[src/rtl/core/assert_macros.svh]
// Assertion helpers used by the core top level
`ifndef ASSERT_MACROS_SVH
`define ASSERT_MACROS_SVH

// Plain property, masked while reset is asserted
`define ASSERT_RST(label, clk, rst_n, prop, msg) \
    label: assert property (@(posedge clk) disable iff (!rst_n) (prop)) else $error(msg);

// Overlapping implication, masked while reset is asserted
`define ASSERT_IMPLIES(label, clk, rst_n, pre, post, msg) \
    label: assert property (@(posedge clk) disable iff (!rst_n) (pre) |-> (post)) \
        else $error(msg);

`endif

[src/rtl/core/scmips_pkg.sv]
package scmips_pkg;

    localparam int XLEN       = 32;
    localparam int REG_COUNT  = 32;
    localparam int REG_IDX_W  = 5;
    localparam int WORD_IDX_W = 30;

    // Request kinds on the input stream
    localparam logic [1:0] REQ_EXEC    = 2'd0;
    localparam logic [1:0] REQ_PRE_REG = 2'd1;
    localparam logic [1:0] REQ_PRE_MEM = 2'd2;

    // Write kinds on the result stream
    localparam logic [1:0] WK_NONE = 2'd0;
    localparam logic [1:0] WK_REG  = 2'd1;
    localparam logic [1:0] WK_MEM  = 2'd2;

    // Opcodes
    localparam logic [5:0] OP_RTYPE = 6'b000000;
    localparam logic [5:0] OP_LW    = 6'b100011;
    localparam logic [5:0] OP_SW    = 6'b101011;
    localparam logic [5:0] OP_BEQ   = 6'b000100;
    localparam logic [5:0] OP_J     = 6'b000010;

    // R-type function codes
    localparam logic [5:0] FN_ADD = 6'b100000;
    localparam logic [5:0] FN_SUB = 6'b100010;
    localparam logic [5:0] FN_AND = 6'b100100;
    localparam logic [5:0] FN_OR  = 6'b100101;
    localparam logic [5:0] FN_NOR = 6'b100111;
    localparam logic [5:0] FN_SLT = 6'b101010;

    typedef enum logic [1:0] {
        MEM_NONE  = 2'd0,
        MEM_STORE = 2'd1,
        MEM_LOAD  = 2'd2
    } t_mem_op;

    // Decoded outcome of one item
    typedef struct packed {
        logic [XLEN-1:0]       npc;
        logic                  retire;
        logic                  reg_we;
        logic [REG_IDX_W-1:0]  reg_idx;
        logic [XLEN-1:0]       reg_val;
        t_mem_op               mem_op;
        logic [WORD_IDX_W-1:0] word_idx;
        logic [XLEN-1:0]       store_val;
        logic [REG_IDX_W-1:0]  load_dest;
        logic                  taken;
        logic                  illegal;
    } t_exec;

endpackage

[src/rtl/core/scmips_regfile.sv]
module scmips_regfile (
    input  logic                             i_clk,
    input  logic                             i_we,
    input  logic [scmips_pkg::REG_IDX_W-1:0] i_waddr,
    input  logic [scmips_pkg::XLEN-1:0]      i_wdata,
    input  logic                             i_re,
    input  logic [scmips_pkg::REG_IDX_W-1:0] i_raddr_a,
    input  logic [scmips_pkg::REG_IDX_W-1:0] i_raddr_b,
    output logic [scmips_pkg::XLEN-1:0]      o_rdata_a,
    output logic [scmips_pkg::XLEN-1:0]      o_rdata_b
);

    logic [scmips_pkg::XLEN-1:0] r_mem [scmips_pkg::REG_COUNT];
    logic [scmips_pkg::XLEN-1:0] r_rdata_a;
    logic [scmips_pkg::XLEN-1:0] r_rdata_b;

    // Write port
    always_ff @(posedge i_clk) begin
        if (i_we) begin
            r_mem[i_waddr] <= i_wdata;
        end
    end

    // Two read ports, write-first on a clash with the write in the same beat
    always_ff @(posedge i_clk) begin
        if (i_re) begin
            r_rdata_a <= (i_we && (i_waddr == i_raddr_a)) ? i_wdata : r_mem[i_raddr_a];
            r_rdata_b <= (i_we && (i_waddr == i_raddr_b)) ? i_wdata : r_mem[i_raddr_b];
        end
    end

    assign o_rdata_a = r_rdata_a;
    assign o_rdata_b = r_rdata_b;

endmodule

[src/rtl/core/scmips_dmem.sv]
module scmips_dmem #(
    parameter int DMEM_WORDS = 32
) (
    input  logic                          i_clk,
    input  logic                          i_we,
    input  logic                          i_re,
    input  logic [$clog2(DMEM_WORDS)-1:0] i_addr,
    input  logic [scmips_pkg::XLEN-1:0]   i_wdata,
    output logic [scmips_pkg::XLEN-1:0]   o_rdata
);

    logic [scmips_pkg::XLEN-1:0] r_mem [DMEM_WORDS];
    logic [scmips_pkg::XLEN-1:0] r_rdata;

    // Single port: write or registered read
    always_ff @(posedge i_clk) begin
        if (i_we) begin
            r_mem[i_addr] <= i_wdata;
        end
        if (i_re) begin
            r_rdata <= r_mem[i_addr];
        end
    end

    assign o_rdata = r_rdata;

endmodule

[src/rtl/core/scmips_wslot.sv]
// Word index modulo DMEM_WORDS by exact reciprocal multiplication.
// Two registered steps after the load: quotient, then remainder.
module scmips_wslot #(
    parameter int DMEM_WORDS = 32
) (
    input  logic                                i_clk,
    input  logic                                i_load,
    input  logic [scmips_pkg::WORD_IDX_W-1:0]   i_word,
    output logic [$clog2(DMEM_WORDS)-1:0]       o_slot
);

    localparam int IDX_W   = scmips_pkg::WORD_IDX_W;
    localparam int SLOT_W  = $clog2(DMEM_WORDS);
    localparam int SH      = IDX_W + SLOT_W;
    localparam int RECIP_W = IDX_W + 1;
    localparam int PROD_W  = 2 * IDX_W + 1;
    localparam int Q_W     = IDX_W - SLOT_W + 1;

    localparam logic [63:0] RECIP_FULL =
        ((64'd1 << SH) + 64'(DMEM_WORDS) - 64'd1) / 64'(DMEM_WORDS);
    localparam logic [RECIP_W-1:0] RECIP = RECIP_W'(RECIP_FULL);
    localparam logic [SLOT_W-1:0]  D_LO  = SLOT_W'(DMEM_WORDS);

    logic [IDX_W-1:0]  r_x;
    logic [Q_W-1:0]    r_q;
    logic [SLOT_W-1:0] r_slot;
    logic [PROD_W-1:0] prod;
    logic [SLOT_W-1:0] n_slot;

    assign prod = PROD_W'(r_x) * PROD_W'(RECIP);

    // Remainder fits the slot width, so only the low bits are needed
    assign n_slot = r_x[SLOT_W-1:0] - SLOT_W'(r_q[SLOT_W-1:0] * D_LO);

    always_ff @(posedge i_clk) begin
        if (i_load) begin
            r_x <= i_word;
        end
        r_q    <= prod[PROD_W-1 -: Q_W];
        r_slot <= n_slot;
    end

    assign o_slot = r_slot;

endmodule

[src/rtl/core/scmips_exec.sv]
// Decode and execute of one item against the operands read for it
module scmips_exec (
    input  logic [1:0]                       i_req_type,
    input  logic [scmips_pkg::XLEN-1:0]      i_instr_word,
    input  logic [scmips_pkg::REG_IDX_W-1:0] i_load_index,
    input  logic [scmips_pkg::XLEN-1:0]      i_load_value,
    input  logic [scmips_pkg::XLEN-1:0]      i_rs_value,
    input  logic [scmips_pkg::XLEN-1:0]      i_rt_value,
    input  logic [scmips_pkg::XLEN-1:0]      i_pc,
    output scmips_pkg::t_exec                o_exec
);

    logic [5:0]  opcode;
    logic [5:0]  funct;
    logic [4:0]  rt;
    logic [4:0]  rd;
    logic [31:0] imm_sext;
    logic [31:0] pc4;
    logic [31:0] addr;
    logic [31:0] alu;
    logic        alu_ok;

    assign opcode   = i_instr_word[31:26];
    assign rt       = i_instr_word[20:16];
    assign rd       = i_instr_word[15:11];
    assign funct    = i_instr_word[5:0];
    assign imm_sext = {{16{i_instr_word[15]}}, i_instr_word[15:0]};
    assign pc4      = i_pc + 32'd4;
    assign addr     = i_rs_value + imm_sext;

    // R-type operation
    always_comb begin
        alu    = '0;
        alu_ok = 1'b1;
        case (funct)
            scmips_pkg::FN_ADD: alu = i_rs_value + i_rt_value;
            scmips_pkg::FN_SUB: alu = i_rs_value - i_rt_value;
            scmips_pkg::FN_AND: alu = i_rs_value & i_rt_value;
            scmips_pkg::FN_OR:  alu = i_rs_value | i_rt_value;
            scmips_pkg::FN_NOR: alu = ~(i_rs_value | i_rt_value);
            scmips_pkg::FN_SLT: alu = {31'd0, $signed(i_rs_value) < $signed(i_rt_value)};
            default:            alu_ok = 1'b0;
        endcase
    end

    // Outcome by request kind and opcode
    always_comb begin
        o_exec        = '0;
        o_exec.npc    = i_pc;
        o_exec.mem_op = scmips_pkg::MEM_NONE;
        case (i_req_type)
            scmips_pkg::REQ_EXEC: begin
                o_exec.npc    = pc4;
                o_exec.retire = 1'b1;
                case (opcode)
                    scmips_pkg::OP_RTYPE: begin
                        if (!alu_ok) begin
                            o_exec.illegal = 1'b1;
                        end else if (rd != 5'd0) begin
                            o_exec.reg_we  = 1'b1;
                            o_exec.reg_idx = rd;
                            o_exec.reg_val = alu;
                        end
                    end
                    scmips_pkg::OP_LW: begin
                        o_exec.mem_op    = scmips_pkg::MEM_LOAD;
                        o_exec.word_idx  = addr[31:2];
                        o_exec.load_dest = rt;
                    end
                    scmips_pkg::OP_SW: begin
                        o_exec.mem_op    = scmips_pkg::MEM_STORE;
                        o_exec.word_idx  = addr[31:2];
                        o_exec.store_val = i_rt_value;
                    end
                    scmips_pkg::OP_BEQ: begin
                        if (i_rs_value == i_rt_value) begin
                            o_exec.taken = 1'b1;
                            o_exec.npc   = pc4 + {imm_sext[29:0], 2'b00};
                        end
                    end
                    scmips_pkg::OP_J: begin
                        o_exec.npc = {pc4[31:28], i_instr_word[25:0], 2'b00};
                    end
                    default: begin
                        o_exec.illegal = 1'b1;
                    end
                endcase
            end
            scmips_pkg::REQ_PRE_REG: begin
                if (i_load_index != 5'd0) begin
                    o_exec.reg_we  = 1'b1;
                    o_exec.reg_idx = i_load_index;
                    o_exec.reg_val = i_load_value;
                end
            end
            scmips_pkg::REQ_PRE_MEM: begin
                o_exec.mem_op    = scmips_pkg::MEM_STORE;
                o_exec.word_idx  = {25'd0, i_load_index};
                o_exec.store_val = i_load_value;
            end
            default: begin
                o_exec.npc = i_pc;
            end
        endcase
    end

endmodule

[src/rtl/core/single_cycle_mips_subset_core.sv]
// Channel  Dir  Beat contents
// -------  ---  ----------------------------------------------------------------
// s_*      in   tuser: req_type; tdata: instr_word, load_index, load_value
// m_*      out  tuser: write_kind; tdata: next_pc, write_index, write_value,
//               branch_taken, illegal_instr, retired_count
//
// Register, branch, jump and register-preload beats complete in ST_EXEC, back to
// back while the output is free, reading registers at acceptance. Store and
// memory-preload beats pass ST_MUL, ST_REM and ST_ACC, loads also ST_LOAD; the
// word slot is worked out in the two-step reciprocal unit before the single data
// memory port is used. After reset the block clears both memories, max(DMEM_WORDS,
// 32) words, and holds s_tready low meanwhile. A stalled result holds in the output
// register while the next beat executes; only its completion waits for the slot.
module single_cycle_mips_subset_core #(
    parameter int DMEM_WORDS = 32
) (
    input  logic         i_clk,
    input  logic         i_rst_n,
    input  logic         i_s_tvalid,
    output logic         o_s_tready,
    // [31:0] instr_word, [36:32] load_index, [68:37] load_value, [71:69] zero
    input  logic [71:0]  i_s_tdata,
    // [1:0] req_type
    input  logic [1:0]   i_s_tuser,
    output logic         o_m_tvalid,
    input  logic         i_m_tready,
    // [31:0] next_pc, [36:32] write_index, [68:37] write_value, [69] branch_taken,
    // [70] illegal_instr, [102:71] retired_count, [103] zero
    output logic [103:0] o_m_tdata,
    // [1:0] write_kind
    output logic [1:0]   o_m_tuser
);

    `include "assert_macros.svh"

    localparam int SLOT_W    = $clog2(DMEM_WORDS);
    localparam int CLR_WORDS = (DMEM_WORDS > scmips_pkg::REG_COUNT) ?
                               DMEM_WORDS : scmips_pkg::REG_COUNT;
    localparam int CLR_W     = $clog2(CLR_WORDS);

    typedef enum logic [6:0] {
        ST_CLEAR = 7'b0000001,
        ST_IDLE  = 7'b0000010,
        ST_EXEC  = 7'b0000100,
        ST_MUL   = 7'b0001000,
        ST_REM   = 7'b0010000,
        ST_ACC   = 7'b0100000,
        ST_LOAD  = 7'b1000000
    } t_state;

    t_state            r_state;
    t_state            n_state;
    t_state            after_done;
    logic [CLR_W-1:0]  r_clr;

    logic [1:0]        r_req;
    logic [31:0]       r_instr;
    logic [4:0]        r_lidx;
    logic [31:0]       r_lval;
    logic [31:0]       r_pc;
    logic [31:0]       r_ret;

    logic              r_ov;
    logic [31:0]       r_out_npc;
    logic [1:0]        r_out_kind;
    logic [4:0]        r_out_widx;
    logic [31:0]       r_out_wval;
    logic              r_out_taken;
    logic              r_out_illegal;
    logic [31:0]       r_out_ret;

    logic              s_accept;
    logic              out_free;
    logic              done;
    logic              clearing;
    logic [31:0]       rd_a;
    logic [31:0]       rd_b;
    scmips_pkg::t_exec x;
    logic [SLOT_W-1:0] slot;
    logic [31:0]       dm_rdata;

    logic [1:0]        res_kind;
    logic [4:0]        res_idx;
    logic [31:0]       res_val;

    logic              rf_we;
    logic [4:0]        rf_waddr;
    logic [31:0]       rf_wdata;
    logic              dm_we;
    logic              dm_re;
    logic [SLOT_W-1:0] dm_addr;
    logic [31:0]       dm_wdata;

    assign s_accept = i_s_tvalid && o_s_tready;
    assign out_free = !r_ov || i_m_tready;
    assign clearing = (r_state == ST_CLEAR);

    // Completion of the item in flight
    always_comb begin
        case (r_state)
            ST_EXEC: done = (x.mem_op == scmips_pkg::MEM_NONE) && out_free;
            ST_ACC:  done = (x.mem_op == scmips_pkg::MEM_STORE) && out_free;
            ST_LOAD: done = out_free;
            default: done = 1'b0;
        endcase
    end

    assign o_s_tready = (r_state == ST_IDLE) || done;
    assign after_done = s_accept ? ST_EXEC : ST_IDLE;

    // Sequencer
    always_comb begin
        n_state = r_state;
        case (r_state)
            ST_CLEAR: begin
                if (r_clr == CLR_W'(CLR_WORDS - 1)) begin
                    n_state = ST_IDLE;
                end
            end
            ST_IDLE: begin
                if (s_accept) begin
                    n_state = ST_EXEC;
                end
            end
            ST_EXEC: begin
                if (x.mem_op != scmips_pkg::MEM_NONE) begin
                    n_state = ST_MUL;
                end else if (done) begin
                    n_state = after_done;
                end
            end
            ST_MUL: n_state = ST_REM;
            ST_REM: n_state = ST_ACC;
            ST_ACC: begin
                if (x.mem_op == scmips_pkg::MEM_LOAD) begin
                    n_state = ST_LOAD;
                end else if (done) begin
                    n_state = after_done;
                end
            end
            ST_LOAD: begin
                if (done) begin
                    n_state = after_done;
                end
            end
            default: n_state = ST_IDLE;
        endcase
    end

    // Control registers
    always_ff @(posedge i_clk) begin
        if (!i_rst_n) begin
            r_state <= ST_CLEAR;
            r_clr   <= '0;
            r_pc    <= '0;
            r_ret   <= '0;
            r_ov    <= 1'b0;
        end else begin
            r_state <= n_state;
            if (clearing) begin
                r_clr <= r_clr + CLR_W'(1);
            end
            if (done) begin
                r_pc  <= x.npc;
                r_ret <= r_ret + 32'(x.retire);
                r_ov  <= 1'b1;
            end else if (i_m_tready) begin
                r_ov  <= 1'b0;
            end
        end
    end

    // Capture the accepted beat
    always_ff @(posedge i_clk) begin
        if (s_accept) begin
            r_req   <= i_s_tuser;
            r_instr <= i_s_tdata[31:0];
            r_lidx  <= i_s_tdata[36:32];
            r_lval  <= i_s_tdata[68:37];
        end
    end

    // Write carried by the completing item
    always_comb begin
        case (r_state)
            ST_ACC: begin
                res_kind = scmips_pkg::WK_MEM;
                res_idx  = 5'(slot);
                res_val  = x.store_val;
            end
            ST_LOAD: begin
                if (x.load_dest != 5'd0) begin
                    res_kind = scmips_pkg::WK_REG;
                    res_idx  = x.load_dest;
                    res_val  = dm_rdata;
                end else begin
                    res_kind = scmips_pkg::WK_NONE;
                    res_idx  = '0;
                    res_val  = '0;
                end
            end
            default: begin
                res_kind = x.reg_we ? scmips_pkg::WK_REG : scmips_pkg::WK_NONE;
                res_idx  = x.reg_idx;
                res_val  = x.reg_val;
            end
        endcase
    end

    // Result register
    always_ff @(posedge i_clk) begin
        if (done) begin
            r_out_npc     <= x.npc;
            r_out_kind    <= res_kind;
            r_out_widx    <= res_idx;
            r_out_wval    <= res_val;
            r_out_taken   <= x.taken;
            r_out_illegal <= x.illegal;
            r_out_ret     <= r_ret + 32'(x.retire);
        end
    end

    assign o_m_tvalid = r_ov;
    assign o_m_tuser  = r_out_kind;
    assign o_m_tdata  = {1'b0, r_out_ret, r_out_illegal, r_out_taken,
                         r_out_wval, r_out_widx, r_out_npc};

    // Memory port steering, clearing pass first
    assign rf_we    = clearing || (done && (res_kind == scmips_pkg::WK_REG));
    assign rf_waddr = clearing ? r_clr[4:0] : res_idx;
    assign rf_wdata = clearing ? 32'd0 : res_val;

    assign dm_we    = (clearing && (r_clr <= CLR_W'(DMEM_WORDS - 1)))
                   || (done && (r_state == ST_ACC));
    assign dm_re    = (r_state == ST_ACC) && (x.mem_op == scmips_pkg::MEM_LOAD);
    assign dm_addr  = clearing ? r_clr[SLOT_W-1:0] : slot;
    assign dm_wdata = clearing ? 32'd0 : x.store_val;

    scmips_regfile u_regfile (
        .i_clk     (i_clk),
        .i_we      (rf_we),
        .i_waddr   (rf_waddr),
        .i_wdata   (rf_wdata),
        .i_re      (s_accept),
        .i_raddr_a (i_s_tdata[25:21]),
        .i_raddr_b (i_s_tdata[20:16]),
        .o_rdata_a (rd_a),
        .o_rdata_b (rd_b)
    );

    scmips_exec u_exec (
        .i_req_type   (r_req),
        .i_instr_word (r_instr),
        .i_load_index (r_lidx),
        .i_load_value (r_lval),
        .i_rs_value   (rd_a),
        .i_rt_value   (rd_b),
        .i_pc         (r_pc),
        .o_exec       (x)
    );

    scmips_wslot #(
        .DMEM_WORDS (DMEM_WORDS)
    ) u_wslot (
        .i_clk  (i_clk),
        .i_load ((r_state == ST_EXEC) && (x.mem_op != scmips_pkg::MEM_NONE)),
        .i_word (x.word_idx),
        .o_slot (slot)
    );

    scmips_dmem #(
        .DMEM_WORDS (DMEM_WORDS)
    ) u_dmem (
        .i_clk   (i_clk),
        .i_we    (dm_we),
        .i_re    (dm_re),
        .i_addr  (dm_addr),
        .i_wdata (dm_wdata),
        .o_rdata (dm_rdata)
    );

    // Checks
    `ASSERT_RST(a_no_dmem_clash, i_clk, i_rst_n, !(dm_we && dm_re), "data memory read and write together")
    `ASSERT_IMPLIES(a_no_zero_write, i_clk, i_rst_n, rf_we && !clearing, rf_waddr != 5'd0, "write to register zero")
    `ASSERT_IMPLIES(a_slot_ready, i_clk, i_rst_n, r_state == ST_ACC, $past(r_state) == ST_REM || $past(r_state) == ST_ACC, "memory access before slot settled")
    `ASSERT_IMPLIES(a_no_accept_clear, i_clk, i_rst_n, clearing, !o_s_tready, "beat accepted during clearing pass")

endmodule
[config.mk]
export PLATFORM = sky130hd
export DESIGN_NAME = single_cycle_mips_subset_core
export DESIGN_NICKNAME = d
export VERILOG_FILES = /design/src/rtl/core/scmips_pkg.sv /design/src/rtl/core/scmips_regfile.sv /design/src/rtl/core/scmips_dmem.sv /design/src/rtl/core/scmips_wslot.sv /design/src/rtl/core/scmips_exec.sv /design/src/rtl/core/single_cycle_mips_subset_core.sv
export VERILOG_INCLUDE_DIRS = /design/src /design/src/rtl/core
export SDC_FILE = /design/constraint.sdc
export NUM_CORES = 2
export LEC_CHECK = 0
export ABC_AREA = 1
export BUFFER_PORTS_ARGS = -buffer_cell sky130_fd_sc_hd__buf_2
export CAP_MARGIN = 20
export CORE_MARGIN = 8
export CORE_UTILIZATION = 40
export DETAILED_ROUTE_END_ITERATION = 10
export PLACE_DENSITY = 0.52
export RECOVER_POWER = 50
export SLEW_MARGIN = 10
export SYNTH_ARGS = -nofsm -noshare
export SYNTH_HDL_FRONTEND = slang
export SYNTH_HIERARCHICAL = 1
export SYNTH_SLANG_ARGS = --single-unit
[constraint.sdc]
create_clock -name i_clk -period 10.98 [get_ports i_clk]
set_input_delay 1.098 -clock i_clk [delete_from_list [all_inputs] [get_ports i_clk]]
set_output_delay 1.098 -clock i_clk [all_outputs]
set_load 0.05 [all_outputs]
## Word level (Yosys, flattened, before mapping)

Memories as Yosys holds them, arrays and structs flattened. A register that Yosys moved wholly into a read port is not among the register bits.
Index checks and enable logic that the tools add are counted.

- Memories: 2
- RAM bits: 2048
- Flip-flop bits (word level): 263
- Bits of input ports: 78

- Reduce and logical (&&, ||, !) cells: 25
- Bitwise gates (word level): 3
- Equality and inequality tests: 26
- Muxes and demuxes: 45
- Add/subtract/negate cells: 7
- Magnitude comparators: 2

Memories:

| memory | words | bits a word | read ports | clocked after Yosys merged registers in | wr ports | RTL line | text |
|---|---|---|---|---|---|---|---|
| u_dmem.r_mem | 32 | 32 | 1 | 1 | 1 | scmips_dmem.sv:12 | `logic [scmips_pkg::XLEN-1:0] r_mem [DMEM_WORDS];` |
| u_regfile.r_mem | 32 | 32 | 2 | 2 | 1 | scmips_regfile.sv:13 | `logic [scmips_pkg::XLEN-1:0] r_mem [scmips_pkg::REG_COUNT];` |

Operator list:

| kind | count |
|---|---|
| 32-bit 2-to-1 mux | 6 |
| 32-bit one-hot mux with 2 select lines | 3 |
| 32-bit one-hot mux with 6 select lines | 1 |
| 38-bit 2-to-1 mux | 4 |
| 64-bit one-hot mux with 2 select lines | 1 |
| 32-bit adder | 3 |
| 38-bit one-hot mux with 2 select lines | 1 |
| 7-bit one-hot mux with 7 select lines | 1 |
| 6-bit equality test, second input constant | 8 |
| 7-bit 2-to-1 mux | 6 |
| 32-bit by 1-bit adder with 32-bit output | 1 |
| 32-bit by 3-bit adder with 32-bit output, second input constant | 1 |
| 32-bit bitwise AND | 1 |
| 32-bit equality test | 1 |
| 32-bit less-than comparator | 1 |
| 32-bit inverter | 1 |
| 32-bit OR | 1 |
| 32-bit subtractor | 1 |
| 5-bit 2-to-1 mux | 4 |
| 5-bit nonzero test | 3 |
| 1-bit 2-to-1 mux | 13 |
| 5-bit one-hot mux with 2 select lines | 1 |
| 1-bit logical AND | 8 |
| 7-bit by 1-bit equality test with 1-bit output, second input constant | 1 |
| other kinds (27) | 36 |

## Logic depth before layout (Yosys ltp)

- Word-level depth: 14
- Mapped depth: 26
- Mapped depth without buffers: 26

## Modules after synthesis

The synthesis kept the hierarchy.

Modules (own cells, without submodules):

| module | area each (um^2) | times used | cells each |
|---|---|---|---|
| scmips_regfile | 54527.3 | 1 | 6034 |
| scmips_dmem | 43232.7 | 1 | 4091 |
| scmips_exec | 13391.6 | 1 | 2645 |
| single_cycle_mips_subset_core | 10551.4 | 1 | 1050 |
| scmips_wslot | 250.2 | 1 | 10 |

## Worst setup path before layout

OpenSTA, ideal clock, no wires.

- Path type: reg-to-reg
- From: register r_instr[28]
- To: register r_instr[0] (enable)
- Path slack: 1.868 ns
- Arrival time: 8.438 ns
- Clock period less this slack: 9.112 ns
- Stages on the path, launching flop included: 17
- Cell sequence: edfxtp_1 > inv_1 > nand2_1 > nor3_1 > inv_1 > nor2_1 > inv_1 > clkbuf_1 > o21ai_0 > inv_1 > nor2_1 > nand3_1 > nand3_2 > nand2_2 > buf_6 > buf_6 > a21oi_1

RTL lines:

| item | RTL line | text |
|---|---|---|
| start: declaration | single_cycle_mips_subset_core.sv:57 | `logic [31:0] r_instr;` |
| start signal: assignment | single_cycle_mips_subset_core.sv:177 | `r_instr <= i_s_tdata[31:0];` |

==> flow_summary.json <==
{
  "status": "finished, violations left",
  "violations": "capacitance limit, slew limit",
  "dp_cells": 17112,
  "row_count": 201,
  "cp-end-kind": "register",
  "die_h_um": 564,
  "ir_drop_v": 0.000135,
  "worst_ep_arrival_time_ns": 9.62,
  "htree_levels": 5,
  "cts_tree": "done",
  "final_nets": 13662,
  "drtAntennaViolNets": 0,
  "p_leak_uw": 0.0536,
  "setup_ws_ns": 1.85,
  "synth_area_um2": 120000,
  "cts_setup_buffers": 0,
  "grt_max_degree": 181,
  "period_minus_slack_ns": 9.13,
  "worst_setup_path_start_kind": "register",
  "cts_root_buf": "clkbuf_16",
  "area_growth_pct": 10.3,
  "netlist_instances": 13519,
  "start_util_pct": 40.2,
  "tritoncts.num_buffers": 279,
  "clk_pin_slew_ns": 0.07,
  "hp-class": "register to register",
  "cts.sinks": 2407,
  "n_fill_cell": 28650,
  "final-hold-violation-count": 0,
  "syn_nets": 13744,
  "stdcell_count": 17609,
  "drc_errors": 0,
  "pin_count": 186,
  "coreArea_um2": 300000,
  "crit_slowest_cell": "clkbuf_1",
  "rsz0062_at_grt": "no",
  "gp_congestion": 0.927,
  "path_cells": "clkbuf_1 -> nor2_4 -> inv_1 -> clkbuf_1 -> o21ai_0 -> nor2_1 -> nand3_1 -> nand3_2 -> nand2_1 -> o21ai_1 -> nand3_1 -> nor2_4 -> buf_4",
  "final-setup-viol-count": 0,
  "cpPeakStageDelay_ns": 1.93,
  "slew_viol_final": 2645,
  "insertion_delay_ns": 0.93,
  "grt-ovfl-total": 0,
  "vias": 98274,
  "hold_buffers": 0,
  "fin_worst_skew_ns": 0.0864,
  "path_max_fanout": 35,
  "cts_resized": 0,
  "ctsLongestPathBuffers": 4,
  "grt_pass1_vias": 94133,
  "dp_hpwl_um": 255000,
  "die_area_um2": 319000,
  "io_buffers": 181,
  "initialDrtViolationCount": 11425,
  "slew_headroom_pct": -267,
  "period_share_pct": 83.1,
  "max_cap_viol_count": 71,
  "wirelength_um": 442000,
  "worstPathRequired_ns": 11.47,
  "crit_type": "register to register",
  "max_freq_mhz": 110,
  "syn_area_per_cell_um2": 8.90,
  "post-place-ws_ns": 4.09,
  "layout-drive-gt1-share_pct": 5.54,
  "tns_ns": 0,
  "yosysWarnings": 6,
  "grt_usage_pct": 26.8,
  "first_pass_iters": 8,
  "antenna_found_initial": 5,
  "detail_route.vias_per_cell": 5.58,
  "p_per_area_nw_per_um2": 174,
  "wl_per_cell_um": 25.1,
  "die_width_um": 564,
  "worstMarginPinSlew_ns": 5.51,
  "grt_pass1_wl_um": 639000
}
## sequential cells by signal (all words and copies together) (netlist names), 2 cells and up
signal / cells
r_lval: 32
r_req: 2
r_instr: 32
r_pc: 32
r_out_ret: 32
r_state: 7
o_m_tuser: 2
u_wslot/o_slot: 5
u_regfile/o_rdata_b: 32
r_out_widx: 5
u_wslot/r_x: 5
u_dmem/o_rdata: 32
r_ret: 32
r_clr: 5
u_regfile/r_mem: 1024
u_dmem/r_mem: 1024
r_out_wval: 32
r_out_npc: 32
r_lidx: 5
u_regfile/o_rdata_a: 32
## layout make-up
| cell class | instances | area, um2 | share of cell area, % |
|---|---|---|---|
| diodes | 4 | 10.0 | 0.00754 |
| clock buffers | 338 | 7280 | 5.48 |
| clock inverters | 153 | 1380 | 1.04 |
| inverters | 553 | 2150 | 1.62 |
| multi-input cells | 9794 | 43200 | 32.5 |
| flip-flops and latches | 2407 | 71500 | 53.8 |
| well taps | 3958 | 4950 | 3.73 |
| repair buffers | 402 | 2320 | 1.75 |
## placed cells by master, fill, tap and decap left out, types with 16 or more instances in the layout
cell type and count:
a21oi_1 199, a31oi_2 25, buf_2 51, buf_4 146, bufinv_16 18, clkbuf_1 246
clkbuf_16 281, clkinv_1 73, clkinv_2 38, dfxtp_1 82, edfxtp_1 2325, ha_1 144
inv_1 521, nand2_1 6296, nand3_1 2015, nand4_1 39, nor2_1 491, nor2_2 18
nor2_4 77, nor3_1 58, o21ai_0 160, o21ai_1 27, o21bai_1 17, o22ai_1 33
o31ai_1 18, o32ai_1 16, xor2_1 36
## report_power, final
part | internal, uW | switching, uW
sequential | 10400 | 93.0
clock | 5160 | 3830
combinational | 842 | 2710
## worst max-delay path, delay by kind of cell, from the launching register on
family                 cells  cell delay (ns)
buffers and inverters      4             4.51
and+or+nand+nor            7             2.63
AOI/OAI and AO/OA          2             1.23
DFF                        1             0.31
## per-stage QoR
step	area, um2	util (%)	hold WS (ns)	power [uW]
after floorplan	120000	-	0.323	12900
after global placement	125000	41.6	0.331	14200
after detailed placement	125000	41.7	0.329	14200
after CTS	133000	44.5	0.276	23200
after global routing	133000	44.3	0.310	23900
final	133000	44.3	0.325	23000
## path summary, 6_finish.rpt
path / from / to / slack (ns) / depth (start not counted)
worst min-delay path: u_wslot/r_x[2] / u_wslot/o_slot[2] / 0.32 / 0
worst min register to register: u_wslot/r_x[2] / u_wslot/o_slot[2] / 0.32 / 0
worst max-delay path: r_req[1] / u_regfile/r_mem[29][27] / 1.85 / 13
worst max register to register: r_req[1] / u_regfile/r_mem[29][27] / 1.85 / 13
## routing by layer
metal | share of wire, % | track usage [%]
met1 | 42 | 37.1
met2 | 45 | 42.4
met3 | 7.9 | 3.38
met4 | 4.9 | 11.8
met5 | 0.0029 | 0
(Power assumes the default switching activity.)
